**config.mk**
```make
export PLATFORM = sky130hd
export DESIGN_NAME = software_timer_bank_core
export DESIGN_NICKNAME = d
export VERILOG_FILES = /design/src/stb_pkg.sv /design/src/stb_bank.sv /design/src/software_timer_bank_core.sv
export SDC_FILE = /design/constraint.sdc
export NUM_CORES = 1
export LEC_CHECK = 0
export BUFFER_PORTS_ARGS = -buffer_cell sky130_fd_sc_hd__buf_2
export CORE_MARGIN = 2
export CORE_UTILIZATION = 60
export DETAILED_ROUTE_END_ITERATION = 8
export PLACE_DENSITY = 0.76
export SETUP_SLACK_MARGIN = 0.5
export SLEW_MARGIN = 30
export SYNTH_ARGS = -nofsm -noshare
export SYNTH_HDL_FRONTEND = slang
export SYNTH_SLANG_ARGS = --single-unit
```
**constraint.sdc**
```tcl
create_clock -name clk -period 3.85 [get_ports clk]
set_clock_uncertainty 0.15 [all_clocks]
set_input_delay 0.5775 -clock clk [delete_from_list [all_inputs] [get_ports clk]]
set_output_delay 0.5775 -clock clk [all_outputs]
set_load 0.005 [all_outputs]
```
**src/stb_pkg.sv**
```systemverilog
// Shared types and constants for the software timer bank.
package stb_pkg;

  // Bank sizes.
  localparam int NUM_FREE_TIMERS = 16;
  localparam int NUM_CTL_TIMERS  = 16;

  // Address widths of the two memories, and the sweep counter width.
  localparam int FREE_AW  = (NUM_FREE_TIMERS > 1) ? $clog2(NUM_FREE_TIMERS) : 1;
  localparam int CTL_AW   = (NUM_CTL_TIMERS > 1) ? $clog2(NUM_CTL_TIMERS) : 1;
  localparam int SWEEP_N  = (NUM_FREE_TIMERS > NUM_CTL_TIMERS) ?
                            NUM_FREE_TIMERS : NUM_CTL_TIMERS;
  localparam int SWEEP_W  = (SWEEP_N > 1) ? $clog2(SWEEP_N) : 1;

  // Field widths.
  localparam int COUNT_W = 16;
  localparam int TICK_W  = 8;
  localparam int INDEX_W = 4;

  // Command codes.
  typedef enum logic [2:0] {
    OP_ADVANCE   = 3'd0,
    OP_READ_FREE = 3'd1,
    OP_CLR_FREE  = 3'd2,
    OP_READ_CTL  = 3'd3,
    OP_START     = 3'd4,
    OP_STOP      = 3'd5,
    OP_PAUSE     = 3'd6,
    OP_RESUME    = 3'd7
  } op_t;

  // Controllable timer states.
  typedef enum logic [1:0] {
    TS_STOPPED = 2'd0,
    TS_RUNNING = 2'd1,
    TS_PAUSED  = 2'd2
  } timer_state_t;

  // Request and result payloads.
  typedef struct packed {
    op_t                op;
    logic [INDEX_W-1:0] timer_index;
    logic [TICK_W-1:0]  tick_count;
  } request_t;

  typedef struct packed {
    logic [COUNT_W-1:0] timer_value;
    logic [1:0]         timer_state;
  } result_t;

  // One entry of the controllable timer memory.
  typedef struct packed {
    logic [COUNT_W-1:0] count;
    timer_state_t       st;
  } ctl_entry_t;

  // Access group from the sequencer to the timer store.
  typedef struct packed {
    logic [FREE_AW-1:0] free_raddr;
    logic [CTL_AW-1:0]  ctl_raddr;
    logic               free_we;
    logic [FREE_AW-1:0] free_waddr;
    logic [COUNT_W-1:0] free_wdata;
    logic               ctl_we;
    logic [CTL_AW-1:0]  ctl_waddr;
    ctl_entry_t         ctl_wdata;
  } bank_req_t;

  // Registered read data from the timer store.
  typedef struct packed {
    logic [COUNT_W-1:0] free_data;
    ctl_entry_t         ctl_data;
  } bank_rsp_t;

endpackage

```
**src/stb_bank.sv**
```systemverilog
// Timer store: free and controllable timer memories with per-entry valid bits.
module stb_bank (
  input  logic              clk,
  input  logic              rst_n,
  input  stb_pkg::bank_req_t req,
  output stb_pkg::bank_rsp_t rsp
);

  // Memories; entries that were never written read as their reset value.
  logic [stb_pkg::COUNT_W-1:0] free_mem [stb_pkg::NUM_FREE_TIMERS];
  stb_pkg::ctl_entry_t         ctl_mem  [stb_pkg::NUM_CTL_TIMERS];

  logic [stb_pkg::NUM_FREE_TIMERS-1:0] free_vld_r;
  logic [stb_pkg::NUM_CTL_TIMERS-1:0]  ctl_vld_r;
  stb_pkg::bank_rsp_t                  rsp_r;
  stb_pkg::ctl_entry_t                 ctl_zero;

  assign ctl_zero.count = '0;
  assign ctl_zero.st    = stb_pkg::TS_STOPPED;

  // Valid bits, cleared at reset and set on the first write.
  always_ff @(posedge clk) begin
    if (!rst_n) begin
      free_vld_r <= '0;
      ctl_vld_r  <= '0;
    end else begin
      if (req.free_we) begin
        free_vld_r[req.free_waddr] <= 1'b1;
      end
      if (req.ctl_we) begin
        ctl_vld_r[req.ctl_waddr] <= 1'b1;
      end
    end
  end

  // Memory writes.
  always_ff @(posedge clk) begin
    if (req.free_we) begin
      free_mem[req.free_waddr] <= req.free_wdata;
    end
    if (req.ctl_we) begin
      ctl_mem[req.ctl_waddr] <= req.ctl_wdata;
    end
  end

  // Registered reads.
  always_ff @(posedge clk) begin
    if (free_vld_r[req.free_raddr]) begin
      rsp_r.free_data <= free_mem[req.free_raddr];
    end else begin
      rsp_r.free_data <= '0;
    end
    if (ctl_vld_r[req.ctl_raddr]) begin
      rsp_r.ctl_data <= ctl_mem[req.ctl_raddr];
    end else begin
      rsp_r.ctl_data <= ctl_zero;
    end
  end

  assign rsp = rsp_r;

endmodule

```
**src/software_timer_bank_core.sv**
```systemverilog
// Top level of the software timer bank: command sequencer and result register.
//
// A bank of free-running 16-bit timers and a bank of 16-bit controllable
// timers, held in two simple dual-port memories with a registered read.
// Every request returns exactly one result. A request that reads or changes
// one timer passes through a memory read, a read-modify-write step and a
// step that loads the result register. An advance with a nonzero tick
// count sweeps both banks through the memory read port, one entry per
// cycle, then passes through a flush step before its result is loaded.
// An advance with a zero tick count goes straight to loading its result.
// The next request is accepted in the cycle after a result is loaded. A
// new request is accepted while an earlier result still waits in the
// output register. No clearing pass follows reset; the store starts ready.
module software_timer_bank_core (
  input  logic              clk,
  input  logic              rst_n,
  input  logic              in_valid,
  output logic              in_ready,
  input  stb_pkg::request_t in_data,
  output logic              out_valid,
  input  logic              out_ready,
  output stb_pkg::result_t  out_data
);

  typedef enum logic [5:0] {
    S_IDLE   = 6'b000001,
    S_READ   = 6'b000010,
    S_MODIFY = 6'b000100,
    S_SWEEP  = 6'b001000,
    S_FLUSH  = 6'b010000,
    S_DONE   = 6'b100000
  } seq_state_t;

  seq_state_t                   state_r, state_nxt;
  stb_pkg::request_t            cmd_r, cmd_nxt;
  logic [stb_pkg::SWEEP_W-1:0]  cnt_r, cnt_nxt;
  logic                         s1_vld_r, s1_vld_nxt;
  logic [stb_pkg::SWEEP_W-1:0]  s1_addr_r, s1_addr_nxt;
  stb_pkg::result_t             res_r, res_nxt;
  logic                         out_valid_r, out_valid_nxt;
  stb_pkg::result_t             out_data_r, out_data_nxt;

  stb_pkg::bank_req_t           bank_req;
  stb_pkg::bank_rsp_t           bank_rsp;

  logic [stb_pkg::COUNT_W-1:0]  ticks_ext;
  logic                         idx_free_ok;
  logic                         idx_ctl_ok;
  logic                         s1_free_ok;
  logic                         s1_ctl_ok;
  stb_pkg::ctl_entry_t          ctl_upd;

  stb_bank u_bank (
    .clk   (clk),
    .rst_n (rst_n),
    .req   (bank_req),
    .rsp   (bank_rsp)
  );

  assign ticks_ext   = {{(stb_pkg::COUNT_W - stb_pkg::TICK_W){1'b0}}, cmd_r.tick_count};
  assign idx_free_ok = int'(cmd_r.timer_index) < stb_pkg::NUM_FREE_TIMERS;
  assign idx_ctl_ok  = int'(cmd_r.timer_index) < stb_pkg::NUM_CTL_TIMERS;
  assign s1_free_ok  = int'(s1_addr_r) < stb_pkg::NUM_FREE_TIMERS;
  assign s1_ctl_ok   = int'(s1_addr_r) < stb_pkg::NUM_CTL_TIMERS;

  // Controllable timer update for a single-timer request.
  always_comb begin
    ctl_upd = bank_rsp.ctl_data;
    case (cmd_r.op)
      stb_pkg::OP_START: begin
        if (bank_rsp.ctl_data.st == stb_pkg::TS_STOPPED) begin
          ctl_upd.count = '0;
          ctl_upd.st    = stb_pkg::TS_RUNNING;
        end
      end
      stb_pkg::OP_STOP: begin
        ctl_upd.st = stb_pkg::TS_STOPPED;
      end
      stb_pkg::OP_PAUSE: begin
        if (bank_rsp.ctl_data.st == stb_pkg::TS_RUNNING) begin
          ctl_upd.st = stb_pkg::TS_PAUSED;
        end
      end
      stb_pkg::OP_RESUME: begin
        if (bank_rsp.ctl_data.st == stb_pkg::TS_PAUSED) begin
          ctl_upd.st = stb_pkg::TS_RUNNING;
        end
      end
      default: begin
        ctl_upd = bank_rsp.ctl_data;
      end
    endcase
  end

  // Read addresses: the sweep counter during an advance, else the request index.
  always_comb begin
    bank_req = '0;
    if (state_r == S_SWEEP) begin
      bank_req.free_raddr = stb_pkg::FREE_AW'(cnt_r);
      bank_req.ctl_raddr  = stb_pkg::CTL_AW'(cnt_r);
    end else begin
      bank_req.free_raddr = stb_pkg::FREE_AW'(cmd_r.timer_index);
      bank_req.ctl_raddr  = stb_pkg::CTL_AW'(cmd_r.timer_index);
    end

    // Sweep write stage: entry read in the previous cycle gets the ticks added.
    if (s1_vld_r) begin
      bank_req.free_we          = s1_free_ok;
      bank_req.free_waddr       = stb_pkg::FREE_AW'(s1_addr_r);
      bank_req.free_wdata       = bank_rsp.free_data + ticks_ext;
      bank_req.ctl_we           = s1_ctl_ok &&
                                  (bank_rsp.ctl_data.st == stb_pkg::TS_RUNNING);
      bank_req.ctl_waddr        = stb_pkg::CTL_AW'(s1_addr_r);
      bank_req.ctl_wdata.count  = bank_rsp.ctl_data.count + ticks_ext;
      bank_req.ctl_wdata.st     = stb_pkg::TS_RUNNING;
    end else if (state_r == S_MODIFY) begin
      bank_req.free_waddr = stb_pkg::FREE_AW'(cmd_r.timer_index);
      bank_req.ctl_waddr  = stb_pkg::CTL_AW'(cmd_r.timer_index);
      bank_req.free_wdata = '0;
      bank_req.ctl_wdata  = ctl_upd;
      if (cmd_r.op == stb_pkg::OP_CLR_FREE) begin
        bank_req.free_we = idx_free_ok;
      end
      if (cmd_r.op == stb_pkg::OP_START || cmd_r.op == stb_pkg::OP_STOP ||
          cmd_r.op == stb_pkg::OP_PAUSE || cmd_r.op == stb_pkg::OP_RESUME) begin
        bank_req.ctl_we = idx_ctl_ok;
      end
    end
  end

  // Sequencer and result register.
  always_comb begin
    state_nxt     = state_r;
    cmd_nxt       = cmd_r;
    cnt_nxt       = cnt_r;
    s1_vld_nxt    = 1'b0;
    s1_addr_nxt   = s1_addr_r;
    res_nxt       = res_r;
    out_data_nxt  = out_data_r;
    out_valid_nxt = out_valid_r && !out_ready;

    case (state_r)
      S_IDLE: begin
        if (in_valid) begin
          cmd_nxt = in_data;
          if (in_data.op != stb_pkg::OP_ADVANCE) begin
            state_nxt = S_READ;
          end else if (in_data.tick_count != '0) begin
            cnt_nxt   = '0;
            state_nxt = S_SWEEP;
          end else begin
            res_nxt   = '0;
            state_nxt = S_DONE;
          end
        end
      end
      S_READ: begin
        state_nxt = S_MODIFY;
      end
      S_MODIFY: begin
        res_nxt = '0;
        if (cmd_r.op == stb_pkg::OP_READ_FREE) begin
          if (idx_free_ok) begin
            res_nxt.timer_value = bank_rsp.free_data;
          end
        end else if (cmd_r.op == stb_pkg::OP_CLR_FREE) begin
          res_nxt.timer_value = '0;
        end else if (idx_ctl_ok) begin
          res_nxt.timer_value = ctl_upd.count;
          res_nxt.timer_state = ctl_upd.st;
        end
        state_nxt = S_DONE;
      end
      S_SWEEP: begin
        s1_vld_nxt  = 1'b1;
        s1_addr_nxt = cnt_r;
        if (int'(cnt_r) == stb_pkg::SWEEP_N - 1) begin
          state_nxt = S_FLUSH;
        end else begin
          cnt_nxt = cnt_r + 1'b1;
        end
      end
      S_FLUSH: begin
        res_nxt   = '0;
        state_nxt = S_DONE;
      end
      S_DONE: begin
        if (!out_valid_r || out_ready) begin
          out_data_nxt  = res_r;
          out_valid_nxt = 1'b1;
          state_nxt     = S_IDLE;
        end
      end
      default: begin
        state_nxt = S_IDLE;
      end
    endcase
  end

  // Control registers.
  always_ff @(posedge clk) begin
    if (!rst_n) begin
      state_r     <= S_IDLE;
      s1_vld_r    <= 1'b0;
      out_valid_r <= 1'b0;
    end else begin
      state_r     <= state_nxt;
      s1_vld_r    <= s1_vld_nxt;
      out_valid_r <= out_valid_nxt;
    end
  end

  // Payload registers.
  always_ff @(posedge clk) begin
    cmd_r      <= cmd_nxt;
    cnt_r      <= cnt_nxt;
    s1_addr_r  <= s1_addr_nxt;
    res_r      <= res_nxt;
    out_data_r <= out_data_nxt;
  end

  assign in_ready  = (state_r == S_IDLE);
  assign out_valid = out_valid_r;
  assign out_data  = out_data_r;

endmodule
```
==> results.py, run 1 <==
metrics = {
    "outcome": {
        "status": "finished clean",
    },
    "detailed_routing": {
        "drcViolationCount": 0,
        "post_drt_wl_per_cell_um": 25.4,
        "wirelength_mm": 67.1,
        "drt_iter0_drc": 2233,
        "drtPass1Iterations": 6,
        "routed_via_density": 6.50,
        "num_vias": 17200,
        "antenna_left": 0,
    },
    "power_and_ir_drop": {
        "power_frac_comb_pct": 16.7,
        "pwr-share-seq_pct": 48.2,
        "pwr-share-clk_pct": 35.1,
        "power_density_nw_per_um2": 584,
        "p_leak_nw": 10.8,
        "vdd_drop_max_uv": 363,
        "swShare_pct": 28.4,
        "p_int_mw": 12.6,
        "p_sw_mw": 5.02,
    },
    "die": {
        "dieArea_um2": 46300,
        "coreArea_um2": 44100,
        "die_y_um": 215,
        "std_cell_rows": 77,
        "ioPinCount": 39,
        "initial_utilization_pct": 60.7,
        "die_x_um": 215,
    },
    "sta": {
        "fin_ws_ns": 0.605,
        "fin_hold_ws_ns": 0.0212,
        "timing.final.max_slew_violations": 0,
        "rsz0062_at_grt": "true",
        "finalSetupViolCount": 0,
        "tightest_slew_ns": 0.965,
        "clock.fmax_ghz": 0.308,
        "setup_tns_ns": 0,
        "timing.slew.headroom_pct": 35.7,
        "final_hold_viol_count": 0,
        "period_share_pct": 84.3,
        "fin_crit_ns": 3.25,
    },
    "grt": {
        "grt_pass1_vias": 16600,
        "top_usage_layer": "met2",
        "met2_usage_pct": 46.3,
        "grtUsageMet1_pct": 39.9,
        "grt_max_degree": 61,
        "grt_pass1_wl_mm": 99.9,
        "grtUsageTotal_pct": 29.0,
        "grt_overflow": 0,
        "grt_util_met3_pct": 5.55,
        "antenna_found_initial": 4,
    },
    "cells_and_area": {
        "final_util_pct": 68.5,
        "nNetsFinal": 2037,
        "drive_gt1_share_pct": 15.4,
        "syn_to_final_growth_pct": 12.8,
        "instances_no_fill": 2641,
    },
    "placement": {
        "dpl.cell_count": 2520,
        "portBuffers": 38,
        "gp_congestion": 0.908,
        "place_ws_ns": 0.0955,
        "hpwl_mm": 38.5,
    },
    "clock_network": {
        "clk_pin_slew_ns": 0.06,
        "cts_buffer_depth": 3,
        "cts_sinks": 677,
        "tritoncts": "yes",
        "clock_latency_ns": 0.59,
        "htreeDepth": 3,
        "cts_inserted_buffers": 66,
        "cts-root-buf": "clkbuf_16",
        "holdBufCountCts": 0,
    },
    "yosys": {
        "synth_nets": 1947,
        "syn-cell-area_um2": 26800,
        "synth_cell_types": 63,
        "synth-seq-area-share_pct": 73.1,
        "yosys_warnings": 0,
        "synthArstFlopShare_pct": 0,
        "syn_inst": 1909,
        "synth-seq-cells": 677,
        "synth_enable_flop_cells": 603,
        "avgSynthCellArea_um2": 14.0,
        "ys.flop_type": "edfxtp_1",
    },
    "critical_path": {
        "cp_common_cell": "buf_4",
        "path_cells": "nor3_4 > nand3_4 > inv_4 > mux2i_4 > buf_4 > nor2_4 > buf_4 > nand3_1 > nand4_1 > o22ai_1",
        "critPathLaunchType": "flop",
        "worstPathMaxFanout": 21,
        "required_ns": 4.15,
        "critPathArrivalTime_ns": 3.55,
        "slowest_delay_ns": 0.62,
        "rrSetupSlack_ns": 0.60,
        "cp_top_family": "simple AND/OR/NAND/NOR gates",
        "path_buf_inv": 3,
        "cpMaxStageDelayCell": "nor2_4",
        "path_class": "flop to flop",
        "setup.worst_path.end_class": "flop",
    },
    "run": {
        "drv_cap": 0,
    },
    "hold_path": {
        "worstHoldPathType": "input port to flop",
    },
}
## logic make-up (layout without fill, tap and decap cells)
| group | count (synthesis) | count (layout) | synth area share (%) |
|---|---|---|---|
| simple gates | 696 | 696 | 11.5 |
| xor+xnor | 27 | 27 | 0.883 |
| fa+ha+maj | 20 | 20 | 0.981 |
| buf+inv | 118 | 255 | 2.35 |
| compound gates | 325 | 325 | 7.79 |
| flops | 677 | 677 | 73.1 |
| other cells | 0 | 1 | 0 |
| mux | 46 | 48 | 3.36 |
## area by class of cell
type | instances | area, um2
Inverter | 12 | 47.5
Antenna cell | 1 | 2.50
Fill cell | 2864 | 13900
Clock inverter | 31 | 262
Tap cell | 592 | 741
Multi-Input combinational cell | 1116 | 6860
Sequential cell | 677 | 19600
Timing Repair Buffer | 126 | 928
Clock buffer | 86 | 1790
## synthesized netlist by cell type, types with 10 or more instances
master    number  share of area (%)
a21oi_1      133                2.5
a221oi_1      37                1.2
a32o_1        10               0.37
buf_2         28               0.52
buf_4         14               0.39
clkbuf_1      50               0.70
dfxtp_1       74                5.5
edfxtp_1     603                 68
ha_1          17               0.79
inv_1         11               0.15
mux4_2        34                2.9
nand2_1      382                5.4
nand3_1      145                2.7
nand4_1       32               0.75
nor2_1        71                1.0
nor3_1        15               0.28
o21a_1        33               0.93
o21ai_0       29               0.54
o22ai_1       34               0.79
xnor2_1       13               0.43
xor2_1        14               0.46
## flip-flops by register name (all words and copies together) (netlist names), 4 cells and up
| signal | count |
|---|---|
| res_r | 18 |
| state_r | 6 |
| u_bank.ctl_mem | 288 |
| u_bank.free_vld_r | 16 |
| cnt_r | 4 |
| u_bank.free_mem | 256 |
| u_bank.rsp | 34 |
| cmd_r | 15 |
| s1_addr_r | 4 |
| out_data | 18 |
| u_bank.ctl_vld_r | 16 |
## cells in the final DEF, fill, tap and decap left out, drive strengths merged, types with 8 or more instances in the layout
master | synthesis | layout
edfxtp | 603 | 603
nand2 | 382 | 382
nand3 | 148 | 148
a21oi | 133 | 133
buf | 56 | 126
clkbuf | 50 | 86
dfxtp | 74 | 74
nor2 | 71 | 71
a221oi | 37 | 37
mux4 | 34 | 34
o22ai | 34 | 34
nand4 | 34 | 34
o21a | 33 | 33
o21ai | 30 | 30
clkinv | 0 | 21
ha | 17 | 17
nor3 | 16 | 16
inv | 12 | 15
xor2 | 14 | 14
xnor2 | 13 | 13
a32o | 10 | 10
mux2i | 10 | 10
and2 | 9 | 9
a32oi | 9 | 9
nor2b | 8 | 8
a22o | 8 | 8
## final timing paths
kind / startpoint / to / cells after the start
worst max-delay path: state_r[0] / u_bank.rsp[22] / 10
worst min-delay path: in_data[9] / cmd_r[9] / 1
worst max register to register: state_r[0] / u_bank.rsp[22] / 10
worst min register to register: res_r[15] / out_data[15] / 0
## metal layers
metal  part of all wire (%)  up-vias
met5                  0.037        -
met4                    3.7        4
met3                     12      210
met2                     48     1132
met1                     37     8423
li1                       -     7389
## metrics by stage
step	cell area (um2)	total power [mW]
global route	30200	18.2
finish	30200	17.7
floorplan	26800	10.5
global placement	28000	11.3
detailed placement	28000	11.4
CTS	30100	17.6
## power groups by stage
stage	combinational [mW]	clock, mW	sequential (mW)
2_1_floorplan	2.04	0	8.45
3_3_place_gp	2.71	0	8.64
3_5_place_dp	2.77	0	8.64
4_1_cts	2.84	6.23	8.49
5_1_grt	3.14	6.50	8.52
6_report	2.95	6.21	8.51
## what timing repair did
item	CTS	global route
pin swaps	0	2
resized for setup	9	19
endpoints found under the setup margin	132	216
buffers inserted	0	1
cloned	1	1
Power figures use the tool's default switching activity.
==> inputs of run 2 (changes only) <==
--- a/config.mk
+++ b/config.mk
@@ -5,6 +5,7 @@
 export SDC_FILE = /design/constraint.sdc
 export NUM_CORES = 1
 export LEC_CHECK = 0
+export ABC_AREA = 1
 export BUFFER_PORTS_ARGS = -buffer_cell sky130_fd_sc_hd__buf_2
 export CORE_MARGIN = 2
 export CORE_UTILIZATION = 60
==> constraint.sdc (replaced) <==
create_clock -name clk -period 3.2 [get_ports clk]
set_clock_uncertainty 0.15 [all_clocks]
set_input_delay 0.48 -clock clk [delete_from_list [all_inputs] [get_ports clk]]
set_output_delay 0.48 -clock clk [all_outputs]
set_load 0.005 [all_outputs]
==> results.py, run 2 <==
metrics = {
    "outcome": {
        "status": "finished clean",
    },
    "yosys": {
        "post-synth-top-count-cell": "nand2_1",
        "synth-seq-area-share_pct": 65.0,
        "synth-seq-cells": 677,
        "synth_enable_flop_cells": 603,
        "synth_cell_types": 41,
        "yosys_warnings": 0,
        "synth_area_leaders": "edfxtp_1 (60%), nand3_1 (9.5%), nand2_1 (9.1%)",
        "ys.flop_type": "edfxtp_1",
        "yosys-top-cells-count": "nand2_1 (731), inv_1 (684), edfxtp_1 (603)",
        "syn-cell-area_um2": 30100,
        "synth_nets": 3131,
        "yosysTopAreaCellShare_pct": 60.1,
        "synthArstFlopShare_pct": 0,
        "yosysTopAreaCell": "edfxtp_1",
        "syn_inst": 3093,
        "avgSynthCellArea_um2": 9.74,
    },
    "sta": {
        "final_hold_viol_count": 0,
        "tightest_slew_ns": 0.794,
        "rsz0062_at_grt": "true",
        "clock.fmax_ghz": 0.363,
        "fin_hold_ws_ns": 0.156,
        "fin_crit_ns": 2.75,
        "fin_ws_ns": 0.449,
        "period_share_pct": 86.0,
        "timing.slew.headroom_pct": 47.0,
        "finalSetupViolCount": 0,
        "setup_tns_ns": 0,
        "timing.final.max_slew_violations": 0,
    },
    "detailed_routing": {
        "wirelength_mm": 80.4,
        "post_drt_wl_per_cell_um": 20.4,
        "drtPass1Iterations": 6,
        "drt_iter0_drc": 2668,
        "num_vias": 22100,
        "drcViolationCount": 0,
        "antenna_left": 0,
        "routed_via_density": 5.61,
    },
    "cells_and_area": {
        "regArea_um2": 19600,
        "final_cell_mix": "nand2_1 (720), inv_1 (682), edfxtp_1 (603), nand3_1 (571), buf_4 (80)",
        "largest_register_ffs": 288,
        "num_antenna_cells": 0,
        "drive_gt1_share_pct": 9.68,
        "multi_input_area_um2": 7620,
        "syn_to_final_growth_pct": 14.4,
        "final_common_cell": "nand2_1",
        "final_util_pct": 69.1,
        "finalInstanceArea_um2": 34500,
        "nNetsFinal": 3249,
        "regMostFlops": "u_bank.ctl_mem",
        "instances_no_fill": 3936,
        "fill_cells": 3534,
    },
    "die": {
        "die_y_um": 228,
        "std_cell_rows": 82,
        "dieArea_um2": 52000,
        "die_x_um": 228,
        "initial_utilization_pct": 60.4,
        "coreArea_um2": 49900,
        "ioPinCount": 39,
    },
    "critical_path": {
        "critPathArrivalTime_ns": 2.94,
        "path_cells": "ha_1 > inv_1 > fa_1 > o21ai_1 > nand2_1 > nand2_1 > a21o_1 > nand2_1 > o21ai_0 > a21oi_1 > buf_4",
        "required_ns": 3.39,
        "setup.worst_path.end_class": "flop",
        "worstPathMaxFanout": 16,
        "cp_common_cell": "nand2_1",
        "crit_cells": 11,
        "cp_top_family": "compound AO/OA/AOI/OAI gates",
        "critPathLaunchType": "flop",
        "rr_worst_depth": 11,
        "cpMaxStageDelayCell": "fa_1",
        "slowest_delay_ns": 0.40,
        "path_class": "flop to flop",
        "path_buf_inv": 2,
    },
    "grt": {
        "grtUsageTotal_pct": 30.4,
        "grt_overflow": 0,
        "antenna_found_initial": 0,
        "grt_max_degree": 76,
        "grt_pass1_vias": 21300,
        "grt_pass1_wl_mm": 121,
    },
    "clock_network": {
        "cts_buffer_depth": 3,
        "htreeDepth": 3,
        "clock_latency_ns": 0.61,
        "cts_inserted_buffers": 69,
        "cts_sinks": 677,
        "cts-root-buf": "clkbuf_16",
        "clk_pin_slew_ns": 0.06,
        "tritoncts": "yes",
    },
    "run": {
        "drv_cap": 0,
    },
    "power_and_ir_drop": {
        "power_frac_comb_pct": 26.9,
        "p_total_mw": 24.5,
        "p_sw_mw": 8.09,
        "p_int_mw": 16.4,
        "pwr-share-clk_pct": 31.8,
        "p_leak_nw": 15.3,
        "power_density_nw_per_um2": 711,
        "vdd_drop_max_uv": 719,
        "pwr-share-seq_pct": 41.3,
        "swShare_pct": 33.0,
    },
    "placement": {
        "place_area_um2": 31600,
        "place_ws_ns": 0.0259,
        "dpl.cell_count": 3775,
        "gp_congestion": 0.959,
        "portBuffers": 38,
        "hpwl_mm": 46.3,
    },
    "hold_path": {
        "worstHoldPathType": "input port to flop",
        "worstHoldPathCells": 5,
    },
}
[run 2: changes by cell type after synthesis, sizes merged, moves of 13 or more]
cell    previous run  this run
inv               12       686
nand3            148       575
nand2            382       734
a21oi            133        56
a221oi            37         0
mux4              34         0
nand3b             1        34
o21a              33         1
o22ai             34         7
nand4             34         9
clkbuf            50        74
o21ai             30        49
xor2              14         1
[run 2: what timing repair did]
item | in CTS | in global routing
cloned | 2 | 6
pin swaps | 3 | 5
resized for setup | 37 | 59
endpoints found under the hold margin | 17 | 0
hold buffers | 17 | 0
buffers inserted | 8 | 4
endpoints found under the setup margin | 602 | 816
[run 2: kinds of logic (layout without fill, tap and decap cells)]
| logic type | after synthesis | count (layout) | synth area share (%) |
|---|---|---|---|
| AOI/OAI and AO/OA | 123 | 124 | 2.23 |
| DFF | 677 | 677 | 65.0 |
| and+or+nand+nor | 1446 | 1450 | 21.1 |
| xor gates and xnor gates | 4 | 4 | 0.116 |
| adders and majority gates | 19 | 19 | 0.839 |
| buffers and inverters | 824 | 990 | 10.7 |
[run 2: cell type report]
type	instances	share of cell area [%]
flip-flops and latches	677	56.8
well taps	672	2.44
repair buffers	180	4.84
multi-input cells	1597	22.1
inverters	686	7.48
clock buffers	91	5.49
clock inverters	33	0.802
[run 2: worst paths after layout]
kind | end | slack, ns | startpoint
worst max register to register | u_bank.free_mem[8][10] | 0.45 | cmd_r[0]
worst max-delay path | u_bank.free_mem[8][10] | 0.45 | cmd_r[0]
worst min register to register | out_data[15] | 0.27 | res_r[15]
worst min-delay path | state_r[3] | 0.16 | in_valid
[run 2: power by group through the flow]
stage                     sequential, mW  combinational (mW)  clock [mW]
final                               10.1                6.58        7.79
after global routing                10.1                7.17        8.19
after CTS                           10.1                6.30        7.85
after detailed placement            10.3                6.06           0
after global placement              10.3                5.95           0
after floorplan                     10.2                4.19           0
[run 2: metal layers]
metal	up-vias	wire [um]	GRT usage, %
met4	0	4020	14.0
met1	10400	30500	38.8
met5	-	0	0
met3	258	6650	5.01
met2	1195	39200	51.4
li1	10200	-	-
[run 2: tightest hold or removal path, delay by kind of cell]
kind | cells | cell delay (ns)
and+or+nand+nor | 3 | 0.23
buffers and inverters | 2 | 0.14
